===== src/sv/csv_field_parser_top_macros.svh =====
// Assertion macros used by the field parser emitter (csvfp_back).
// Users must have i_clk and i_rst_n in scope; no other dependencies.
`ifndef CSV_FIELD_PARSER_TOP_MACROS_SVH
`define CSV_FIELD_PARSER_TOP_MACROS_SVH

// Same-cycle implication, disabled during reset
`define CSVFP_ASSERT_NOW(lbl, ante, cons, msg) \
    lbl: assert property (@(posedge i_clk) disable iff (!i_rst_n) (ante) |-> (cons)) \
        else $error(msg);

// Next-cycle implication, disabled during reset
`define CSVFP_ASSERT_NEXT(lbl, ante, cons, msg) \
    lbl: assert property (@(posedge i_clk) disable iff (!i_rst_n) (ante) |=> (cons)) \
        else $error(msg);

`endif


===== src/sv/csvfp_pkg.sv =====
// Package for the CSV field parser: config register codes, reset values,
// the result item type and the white-space test. No dependencies.
package csvfp_pkg;

    // Configuration register indexes
    typedef enum logic [1:0] {
        CFG_TRIM_ENABLE  = 2'd0,
        CFG_FIELD_DELIM  = 2'd1,
        CFG_RECORD_DELIM = 2'd2,
        CFG_QUOTE_CHAR   = 2'd3
    } t_cfg_idx;

    // Reset values of the configuration registers
    localparam logic       TRIM_RESET         = 1'b1;
    localparam logic [7:0] FIELD_DELIM_RESET  = 8'd44;
    localparam logic [7:0] RECORD_DELIM_RESET = 8'd10;
    localparam logic [7:0] QUOTE_CHAR_RESET   = 8'd34;

    // White-space characters cut by trimming
    localparam logic [7:0] CH_SPACE = 8'd32;
    localparam logic [7:0] CH_TAB   = 8'd9;
    localparam logic [7:0] CH_LF    = 8'd10;
    localparam logic [7:0] CH_VT    = 8'd11;
    localparam logic [7:0] CH_FF    = 8'd12;
    localparam logic [7:0] CH_CR    = 8'd13;

    // One result item
    typedef struct packed {
        logic [7:0] out_byte;
        logic       has_byte;
        logic       field_last;
        logic       record_end;
        logic       truncated;
    } t_result;

    function automatic logic is_space(input logic [7:0] c);
        return (c == CH_SPACE) || (c == CH_TAB) || (c == CH_LF) ||
               (c == CH_VT) || (c == CH_FF) || (c == CH_CR);
    endfunction

endpackage


===== src/sv/csvfp_queue.sv =====
// Two-entry descriptor queue between the parser front and the emitter.
// Depends on nothing but its DATA_W parameter.
module csvfp_queue #(
    parameter int DATA_W = 18
) (
    input  logic              i_clk,
    input  logic              i_rst_n,
    input  logic              i_push,
    input  logic [DATA_W-1:0] i_data,
    input  logic              i_pop,
    output logic [DATA_W-1:0] o_data,
    output logic              o_valid,
    output logic              o_full
);

    logic [DATA_W-1:0] r_slot [2];
    logic [1:0]        r_cnt;
    logic [1:0]        n_cnt;
    logic              r_wptr;
    logic              r_rptr;

    // Occupancy after this cycle's push and pop
    always_comb begin
        n_cnt = r_cnt;
        if (i_push && !i_pop) begin
            n_cnt = r_cnt + 2'd1;
        end else if (!i_push && i_pop) begin
            n_cnt = r_cnt - 2'd1;
        end
    end

    // Advance pointers and count
    always_ff @(posedge i_clk) begin
        if (!i_rst_n) begin
            r_cnt  <= 2'd0;
            r_wptr <= 1'b0;
            r_rptr <= 1'b0;
        end else begin
            r_cnt <= n_cnt;
            if (i_push) begin
                r_wptr <= ~r_wptr;
            end
            if (i_pop) begin
                r_rptr <= ~r_rptr;
            end
        end
    end

    // Hold queued descriptors
    always_ff @(posedge i_clk) begin
        if (i_push) begin
            r_slot[r_wptr] <= i_data;
        end
    end

    assign o_data  = r_slot[r_rptr];
    assign o_valid = (r_cnt != 2'd0);
    assign o_full  = (r_cnt == 2'd2);

endmodule


===== src/sv/csvfp_front.sv =====
// Parser front: config registers, quote tracking, field store writes and
// trim bounds; pushes one descriptor per finished field. Uses csvfp_pkg.
module csvfp_front #(
    parameter int FIELD_DEPTH = 64
) (
    input  logic                                      i_clk,
    input  logic                                      i_rst_n,
    input  logic                                      i_cfg_wr_en,
    input  csvfp_pkg::t_cfg_idx                       i_cfg_addr,
    input  logic [7:0]                                i_cfg_wr_data,
    input  logic                                      i_push,
    input  logic [7:0]                                i_in_byte,
    input  logic                                      i_q_full,
    output logic                                      o_desc_push,
    output logic [2*$clog2(FIELD_DEPTH+1)+3:0]        o_desc,
    output logic                                      o_mem_we,
    output logic [$clog2(FIELD_DEPTH):0]              o_mem_addr,
    output logic [7:0]                                o_mem_data
);
    import csvfp_pkg::*;

    localparam int LenW  = $clog2(FIELD_DEPTH + 1);
    localparam int AddrW = $clog2(FIELD_DEPTH);

    typedef struct packed {
        logic            bank;
        logic [LenW-1:0] start;
        logic [LenW-1:0] stop;
        logic            rec;
        logic            ovf;
        logic            empty;
    } t_desc;

    logic       r_trim;
    logic [7:0] r_fdelim;
    logic [7:0] r_rdelim;
    logic [7:0] r_quote;

    logic             r_bank,  n_bank;
    logic [LenW-1:0]  r_len,   n_len;
    logic             r_iq,    n_iq;
    logic             r_cq,    n_cq;
    logic [LenW-1:0]  r_qs,    n_qs;
    logic             r_qsv,   n_qsv;
    logic [LenW-1:0]  r_qe,    n_qe;
    logic             r_qev,   n_qev;
    logic [AddrW-1:0] r_first, n_first;
    logic [AddrW-1:0] r_last,  n_last;
    logic             r_ts,    n_ts;
    logic             r_ovf,   n_ovf;

    logic  accept;
    t_desc desc;

    assign accept = i_push && !i_q_full;

    // Write configuration registers
    always_ff @(posedge i_clk) begin
        if (!i_rst_n) begin
            r_trim   <= TRIM_RESET;
            r_fdelim <= FIELD_DELIM_RESET;
            r_rdelim <= RECORD_DELIM_RESET;
            r_quote  <= QUOTE_CHAR_RESET;
        end else if (i_cfg_wr_en) begin
            case (i_cfg_addr)
                CFG_TRIM_ENABLE:  r_trim   <= i_cfg_wr_data[0];
                CFG_FIELD_DELIM:  r_fdelim <= i_cfg_wr_data;
                CFG_RECORD_DELIM: r_rdelim <= i_cfg_wr_data;
                CFG_QUOTE_CHAR:   r_quote  <= i_cfg_wr_data;
                default: ;
            endcase
        end
    end

    // Classify the accepted byte and update the field state
    always_comb begin
        logic            outside;
        logic            put;
        logic            emit;
        logic [LenW-1:0] s;
        logic [LenW-1:0] e;

        n_bank  = r_bank;
        n_len   = r_len;
        n_iq    = r_iq;
        n_cq    = r_cq;
        n_qs    = r_qs;
        n_qsv   = r_qsv;
        n_qe    = r_qe;
        n_qev   = r_qev;
        n_first = r_first;
        n_last  = r_last;
        n_ts    = r_ts;
        n_ovf   = r_ovf;
        outside = 1'b0;
        put     = 1'b0;
        emit    = 1'b0;
        s       = '0;
        e       = r_len;

        o_mem_we   = 1'b0;
        o_mem_addr = {r_bank, r_len[AddrW-1:0]};
        o_mem_data = i_in_byte;

        if (accept) begin
            // Quote handling: doubled quote is literal, anything else closes
            if (r_cq) begin
                n_cq = 1'b0;
                if (i_in_byte == r_quote) begin
                    put = 1'b1;
                end else begin
                    n_qe    = r_len;
                    n_qev   = 1'b1;
                    n_iq    = 1'b0;
                    outside = 1'b1;
                end
            end else if (r_iq) begin
                if (i_in_byte == r_quote) begin
                    n_cq = 1'b1;
                end else begin
                    put = 1'b1;
                end
            end else begin
                outside = 1'b1;
            end

            // Outside quotes: delimiters win over the quote character
            if (outside) begin
                if (i_in_byte == r_fdelim || i_in_byte == r_rdelim) begin
                    emit = 1'b1;
                end else if (i_in_byte == r_quote) begin
                    n_qs  = r_len;
                    n_qsv = 1'b1;
                    n_iq  = 1'b1;
                end else begin
                    put = 1'b1;
                end
            end
        end

        // Store the byte, or drop it when the buffer is full
        if (put) begin
            if (r_len < LenW'(FIELD_DEPTH)) begin
                o_mem_we = 1'b1;
                if (!is_space(i_in_byte)) begin
                    if (!r_ts) begin
                        n_first = r_len[AddrW-1:0];
                        n_ts    = 1'b1;
                    end
                    n_last = r_len[AddrW-1:0];
                end
                n_len = r_len + LenW'(1);
            end else begin
                n_ovf = 1'b1;
            end
        end

        // Trim bounds; the last quoted section is kept whole
        if (r_trim && r_ts) begin
            e = (n_qev && (n_qe > LenW'(r_last))) ? n_qe : (LenW'(r_last) + LenW'(1));
            s = (r_qsv && (r_qs < LenW'(r_first))) ? r_qs : LenW'(r_first);
        end
        if (e > r_len) begin
            e = r_len;
        end
        if (s > e) begin
            s = e;
        end

        desc.bank  = r_bank;
        desc.start = s;
        desc.stop  = e;
        desc.rec   = (i_in_byte == r_rdelim);
        desc.ovf   = r_ovf;
        desc.empty = (s == e);

        // Field end: hand the bank to the emitter and clear the field
        if (emit) begin
            n_bank  = ~r_bank;
            n_len   = '0;
            n_iq    = 1'b0;
            n_cq    = 1'b0;
            n_qs    = '0;
            n_qsv   = 1'b0;
            n_qe    = '0;
            n_qev   = 1'b0;
            n_first = '0;
            n_last  = '0;
            n_ts    = 1'b0;
            n_ovf   = 1'b0;
        end

        o_desc_push = emit;
        o_desc      = desc;
    end

    // Hold field state
    always_ff @(posedge i_clk) begin
        if (!i_rst_n) begin
            r_bank  <= 1'b0;
            r_len   <= '0;
            r_iq    <= 1'b0;
            r_cq    <= 1'b0;
            r_qs    <= '0;
            r_qsv   <= 1'b0;
            r_qe    <= '0;
            r_qev   <= 1'b0;
            r_first <= '0;
            r_last  <= '0;
            r_ts    <= 1'b0;
            r_ovf   <= 1'b0;
        end else begin
            r_bank  <= n_bank;
            r_len   <= n_len;
            r_iq    <= n_iq;
            r_cq    <= n_cq;
            r_qs    <= n_qs;
            r_qsv   <= n_qsv;
            r_qe    <= n_qe;
            r_qev   <= n_qev;
            r_first <= n_first;
            r_last  <= n_last;
            r_ts    <= n_ts;
            r_ovf   <= n_ovf;
        end
    end

endmodule


===== src/sv/csvfp_back.sv =====
// Emitter: two-bank field store, walk of each queued field through the
// read port, and a two-entry result queue. Uses csvfp_pkg and the macros.
`include "csv_field_parser_top_macros.svh"

module csvfp_back #(
    parameter int FIELD_DEPTH = 64
) (
    input  logic                               i_clk,
    input  logic                               i_rst_n,
    input  logic                               i_mem_we,
    input  logic [$clog2(FIELD_DEPTH):0]       i_mem_addr,
    input  logic [7:0]                         i_mem_data,
    input  logic                               i_desc_valid,
    input  logic [2*$clog2(FIELD_DEPTH+1)+3:0] i_desc,
    output logic                               o_desc_pop,
    input  logic                               i_pop,
    output logic                               o_empty,
    output csvfp_pkg::t_result                 o_result
);
    import csvfp_pkg::*;

    localparam int LenW       = $clog2(FIELD_DEPTH + 1);
    localparam int AddrW      = $clog2(FIELD_DEPTH);
    localparam int StoreDepth = 2 * (2 ** AddrW);

    typedef struct packed {
        logic            bank;
        logic [LenW-1:0] start;
        logic [LenW-1:0] stop;
        logic            rec;
        logic            ovf;
        logic            empty;
    } t_desc;

    t_desc head;
    assign head = i_desc;

    logic [7:0] r_store [StoreDepth];

    logic            r_active, n_active;
    logic [LenW-1:0] r_idx,    n_idx;
    logic            issue;
    logic            space;
    logic [2:0]      occ;
    t_result         meta;

    logic       r_rd_valid;
    t_result    r_rd_meta;
    logic [7:0] r_rdata;

    t_result    r_fifo [2];
    logic [1:0] r_fcnt;
    logic       r_fw;
    logic       r_fr;
    logic       pop_fire;
    t_result    fifo_in;

    assign pop_fire = i_pop && (r_fcnt != 2'd0);

    // Issue a read only if the result queue has room for it on arrival
    assign occ   = {1'b0, r_fcnt} + {2'b00, r_rd_valid} - {2'b00, pop_fire};
    assign space = (occ < 3'd2);
    assign issue = r_active && i_desc_valid && space;

    // Walk the field one byte per issue
    always_comb begin
        n_active        = r_active;
        n_idx           = r_idx;
        o_desc_pop      = 1'b0;
        meta.out_byte   = 8'd0;
        meta.has_byte   = !head.empty;
        meta.field_last = head.empty || ((r_idx + LenW'(1)) == head.stop);
        meta.record_end = head.rec;
        meta.truncated  = head.ovf;
        if (!r_active && i_desc_valid) begin
            n_active = 1'b1;
            n_idx    = head.start;
        end else if (issue) begin
            n_idx = r_idx + LenW'(1);
            if (meta.field_last) begin
                n_active   = 1'b0;
                o_desc_pop = 1'b1;
            end
        end
    end

    always_ff @(posedge i_clk) begin
        if (!i_rst_n) begin
            r_active   <= 1'b0;
            r_idx      <= '0;
            r_rd_valid <= 1'b0;
        end else begin
            r_active   <= n_active;
            r_idx      <= n_idx;
            r_rd_valid <= issue;
        end
    end

    // Field store: one write port from the front, one registered read port
    always_ff @(posedge i_clk) begin
        if (i_mem_we) begin
            r_store[i_mem_addr] <= i_mem_data;
        end
        if (issue && !head.empty) begin
            r_rdata <= r_store[{head.bank, r_idx[AddrW-1:0]}];
        end
        if (issue) begin
            r_rd_meta <= meta;
        end
    end

    // Result queue
    always_comb begin
        fifo_in          = r_rd_meta;
        fifo_in.out_byte = r_rd_meta.has_byte ? r_rdata : 8'd0;
    end

    always_ff @(posedge i_clk) begin
        if (!i_rst_n) begin
            r_fcnt <= 2'd0;
            r_fw   <= 1'b0;
            r_fr   <= 1'b0;
        end else begin
            r_fcnt <= r_fcnt + {1'b0, r_rd_valid} - {1'b0, pop_fire};
            if (r_rd_valid) begin
                r_fw <= ~r_fw;
            end
            if (pop_fire) begin
                r_fr <= ~r_fr;
            end
        end
    end

    always_ff @(posedge i_clk) begin
        if (r_rd_valid) begin
            r_fifo[r_fw] <= fifo_in;
        end
    end

    assign o_empty  = (r_fcnt == 2'd0);
    assign o_result = r_fifo[r_fr];

    `CSVFP_ASSERT_NOW(a_fifo_room, r_rd_valid && !pop_fire, r_fcnt != 2'd2, "result queue overflow")
    `CSVFP_ASSERT_NOW(a_idx_in_field, issue && !head.empty, r_idx < head.stop, "read past field end")
    `CSVFP_ASSERT_NEXT(a_pop_idle, o_desc_pop, !r_active, "walker busy after field done")

endmodule


===== src/sv/csv_field_parser_top.sv =====
// Top level of the CSV field parser: front, descriptor queue and emitter; uses csvfp_pkg.
// Throughput: one byte taken per cycle while a store bank is free; the emitter gives one item
// per cycle while the result queue has room, loading each field's descriptor first.
// full stays high while both store banks hold fields not yet drained.
// Reset (synchronous, active low) empties all queues and restores config defaults.
module csv_field_parser_top #(
    parameter int FIELD_DEPTH = 64
) (
    input  logic                i_clk,
    input  logic                i_rst_n,
    input  logic                i_cfg_wr_en,
    input  csvfp_pkg::t_cfg_idx i_cfg_addr,
    input  logic [7:0]          i_cfg_wr_data,
    input  logic                push,
    output logic                full,
    input  logic [7:0]          i_in_byte,
    output logic                empty,
    input  logic                pop,
    output logic [7:0]          o_out_byte,
    output logic                o_has_byte,
    output logic                o_field_last,
    output logic                o_record_end,
    output logic                o_truncated
);
    import csvfp_pkg::*;

    localparam int LenW  = $clog2(FIELD_DEPTH + 1);
    localparam int AddrW = $clog2(FIELD_DEPTH);
    localparam int DescW = 2 * LenW + 4;

    logic             desc_push;
    logic [DescW-1:0] desc_in;
    logic [DescW-1:0] desc_out;
    logic             desc_valid;
    logic             desc_pop;
    logic             q_full;
    logic             mem_we;
    logic [AddrW:0]   mem_addr;
    logic [7:0]       mem_data;
    t_result          result;

    csvfp_front #(.FIELD_DEPTH(FIELD_DEPTH)) u_front (
        .i_clk        (i_clk),
        .i_rst_n      (i_rst_n),
        .i_cfg_wr_en  (i_cfg_wr_en),
        .i_cfg_addr   (i_cfg_addr),
        .i_cfg_wr_data(i_cfg_wr_data),
        .i_push       (push),
        .i_in_byte    (i_in_byte),
        .i_q_full     (q_full),
        .o_desc_push  (desc_push),
        .o_desc       (desc_in),
        .o_mem_we     (mem_we),
        .o_mem_addr   (mem_addr),
        .o_mem_data   (mem_data)
    );

    csvfp_queue #(.DATA_W(DescW)) u_queue (
        .i_clk  (i_clk),
        .i_rst_n(i_rst_n),
        .i_push (desc_push),
        .i_data (desc_in),
        .i_pop  (desc_pop),
        .o_data (desc_out),
        .o_valid(desc_valid),
        .o_full (q_full)
    );

    csvfp_back #(.FIELD_DEPTH(FIELD_DEPTH)) u_back (
        .i_clk       (i_clk),
        .i_rst_n     (i_rst_n),
        .i_mem_we    (mem_we),
        .i_mem_addr  (mem_addr),
        .i_mem_data  (mem_data),
        .i_desc_valid(desc_valid),
        .i_desc      (desc_out),
        .o_desc_pop  (desc_pop),
        .i_pop       (pop),
        .o_empty     (empty),
        .o_result    (result)
    );

    assign full         = q_full;
    assign o_out_byte   = result.out_byte;
    assign o_has_byte   = result.has_byte;
    assign o_field_last = result.field_last;
    assign o_record_end = result.record_end;
    assign o_truncated  = result.truncated;

endmodule

===== config.mk =====
export PLATFORM = sky130hd
export DESIGN_NAME = csv_field_parser_top
export DESIGN_NICKNAME = d
export VERILOG_FILES = /design/src/sv/csvfp_pkg.sv /design/src/sv/csvfp_queue.sv /design/src/sv/csvfp_front.sv /design/src/sv/csvfp_back.sv /design/src/sv/csv_field_parser_top.sv
export VERILOG_INCLUDE_DIRS = /design/src /design/src/sv
export SDC_FILE = /design/constraint.sdc
export NUM_CORES = 1
export LEC_CHECK = 0
export BUFFER_PORTS_ARGS = -buffer_cell sky130_fd_sc_hd__buf_2
export CELL_PAD_IN_SITES_DETAIL_PLACEMENT = 0
export CELL_PAD_IN_SITES_GLOBAL_PLACEMENT = 1
export CORE_UTILIZATION = 40
export CTS_BUF_LIST = sky130_fd_sc_hd__clkbuf_16
export DETAILED_ROUTE_END_ITERATION = 10
export GPL_TIMING_DRIVEN = 0
export PLACE_DENSITY_LB_ADDON = 0.1
export SYNTH_ARGS = -nofsm -noshare
export SYNTH_HDL_FRONTEND = slang
export SYNTH_SLANG_ARGS = --single-unit

===== constraint.sdc =====
create_clock -name i_clk -period 7.75 [get_ports i_clk]
set_clock_uncertainty 0.05 [all_clocks]
set_input_delay 0.3875 -clock i_clk [delete_from_list [all_inputs] [get_ports i_clk]]
set_output_delay 0.3875 -clock i_clk [all_outputs]
set_load 0.005 [all_outputs]

==> run summary <==
Clock Latency Late Sink: 0.72 ns
Chip Height: 346 um
Layout Utilization: 46.2%
Routability cong.: 0.816
Initial core utilization: 40.5%
I/O Buffers: 36
I/O pin cnt: 37
Final wirelength: 129000 um
Area delta synth->final: 14.0%
Global-route wire length before repair: 182000 um
EDFF count, synth: 1096
Synthesis warning total: 0
Inst Count DP: 3954
Nets@finish: 2635
Clock Sinks: 1180
Slew Viols, Final: 0
Total track usage: 21.5%
Share of cells above drive strength 1: 24.3%
Post-Syn Instances: 2385
Via density: 5.66
Most frequent cell after synthesis: edfxtp_1
Cell variety after synth: 74
Grt ovf: 0
Area fraction of the dominant cell type after synthesis: 69.6%
1st-pass router iterations: 6
Max Fclk: 0.140 GHz
Overall power: 13.0 mW
Crit path DAT: 7.63 ns
CP Class: reg2reg
Avg Inst Size Synth: 19.8 sq um
Largest fanout on the critical path: 10
Syn_nets: 2440
Req. time, crit path: 8.23 ns
TritonCTS Buffers: 121
Initial antenna violation count: 15
Post-synth ARST share: 0%
Final worst slack: 0.599 ns
DR vias: 23800
Worst setup SP type: flip-flop
PwrDens: 242 nW/um^2
HPWL after detailed placement: 85900 um
Deepest clock path buffer count: 3
CP Capture Type: flip-flop
Violated checks: max-capacitance violations
Post-synthesis sequential area ratio: 73.1%
Layout fillers: 9865
Setup-failing EPs final: 0
Final ANT Viol Nets: 0
Largest cells by area after synthesis: edfxtp_1 (70%), mux4_2 (16%), dfxtp_1 (3.6%)
Final hold vios: 0
Pin count of the biggest net entering global routing: 94
Final period util: 92.3%
Synth cell count leaders: edfxtp_1 (1096), mux4_2 (336), nor2_1 (199), nand2_1 (86), dfxtp_1 (84)
DRC: 0
Worst IR Drop VDD: 0.169 mV
Critical path's largest stage delay: 0.48 ns
Placed Area: 49700 sq um
Netlist Area Pre-Place: 47300 sq um
Dpl ws: -2.17 ns
Class of the worst hold path: in2reg
Avg WL per Cell: 30.7 um
Post-Layout Cell Count: 4209
Vias in the first global route: 24300
Max-Cap Viols: 1
Main synth FF type: edfxtp_1
Core area: 117000 sq um
Leak: 16.6 nW
Dominant cell type by area after synthesis: edfxtp_1
CTS tree: done
Die area: 120000 sq um
Final Hold Slack: 0.0148 ns
Clk root buf: clkbuf_16
Setup tns final: 0 ns
H-tree depth: 3
Die Width: 346 um
Final Critical Period: 7.15 ns
Slew Limit Headroom: 0.0921%
Row count: 125
RSZ-0062 raised after global routing: false
Clock transition at path regs: 0.06 ns
#FFs+latches synth: 1180
Post-route cell area: 53900 sq um
Initial detailed-routing violation count: 2456
Slew @ Worst Pin: 1.50 ns
Run status: finished, violations left
Slowest cell on crit path: a211oi_4
[report_power, final]
group | internal [mW] | total [mW] | switching, mW | leakage [nW]
Combinational | 0.172 | 0.500 | 0.328 | 4.11
Clock | 3.11 | 5.55 | 2.43 | 1.95
Sequential | 6.98 | 6.99 | 0.0161 | 10.5
[flip-flops by register name, summed over array words and instances, names as in the netlist, 7 cells and up, named ones only]
register          cells
u_front.r_qs          7
u_queue.r_slot       36
u_front.r_qe          7
u_front.r_fdelim      8
u_back.r_rdata        8
u_back.r_fifo        24
u_front.r_len         7
u_front.r_rdelim      8
u_back.r_idx          7
u_front.r_quote       8
u_back.r_store     1024
[critical path, delay by kind of cell (launching register included)]
family,cells,cell delay (ns)
DFF,1,0.42
muxes,3,0.89
and+or+nand+nor,11,1.52
buffers and inverters,3,0.66
adders and majority gates,3,0.98
AOI/OAI and AO/OA,12,2.46
[metal layers]
layer,track usage [%],share of wire (%),vias up
li1,-,-,10100
met5,0,0,-
met2,33.4,46,807
met4,5.02,1.9,0
met3,3.53,6.5,164
met1,31.9,45,12700
[kinds of logic after synthesis]
| family | share of synthesized area, % |
|---|---|
| other | 0.00793 |
| adders and majority gates | 0.862 |
| and+or+nand+nor | 3.92 |
| xor gates and xnor gates | 1.07 |
| muxes | 17.7 |
| AOI/OAI and AO/OA | 1.90 |
| DFF | 73.1 |
| buffers and inverters | 1.45 |
[placed cells by master, fill, tap and decap left out, types with 17 or more instances in the layout]
cell | Yosys | layout
nand2_1 | 86 | 86
clkinv_1 | 1 | 33
nor2_1 | 199 | 197
mux2i_1 | 46 | 45
and2_1 | 24 | 24
mux2_2 | 29 | 29
buf_2 | 22 | 50
xnor2_1 | 35 | 35
mux4_2 | 336 | 336
o21ai_0 | 21 | 18
clkbuf_16 | 0 | 130
clkbuf_1 | 71 | 67
clkinv_2 | 0 | 25
inv_1 | 35 | 60
nand3_1 | 29 | 29
edfxtp_1 | 1096 | 1096
dfxtp_1 | 84 | 84
buf_1 | 21 | 20
ha_1 | 31 | 31
xor2_1 | 23 | 23
dlygate4sd3_1 | 0 | 17
nor2b_1 | 22 | 22
a21oi_1 | 38 | 36
[timing repair]
action | in CTS | in global routing
resized for setup | 17 | 18
hold buffers | 17 | 0
gates cloned | 2 | 4
pin swaps | 2 | 2
endpoints found under the setup margin | 16 | 14
setup buffers | 5 | 0
hold endpoints to repair | 29 | 0
[layout make-up]
class / count / area, sq um / area share, %
Sequential cell: 1180 / 34600 / 64.1
Clock inverter: 100 / 624 / 1.16
Tap cell: 1524 / 1910 / 3.54
Timing Repair Buffer: 73 / 866 / 1.61
Antenna cell: 2 / 5.00 / 0.00928
Multi-Input combinational cell: 1041 / 12100 / 22.4
Clock buffer: 126 / 3150 / 5.85
Buffer: 124 / 548 / 1.02
Inverter: 39 / 146 / 0.271
[worst paths after layout]
check,slack [ns],from,cells past startpoint,to
worst min register to register,0.40,u_back.fifo_in[0],0,u_back.r_fifo[0][0]
worst min-delay path,0.01,i_in_byte[0],1,u_back.r_store[12][0]
worst max-delay path,0.60,u_queue.r_cnt[0],32,u_queue.r_slot[1][0]
worst max register to register,0.60,u_queue.r_cnt[0],32,u_queue.r_slot[1][0]
Power figures use the tool's default switching activity.
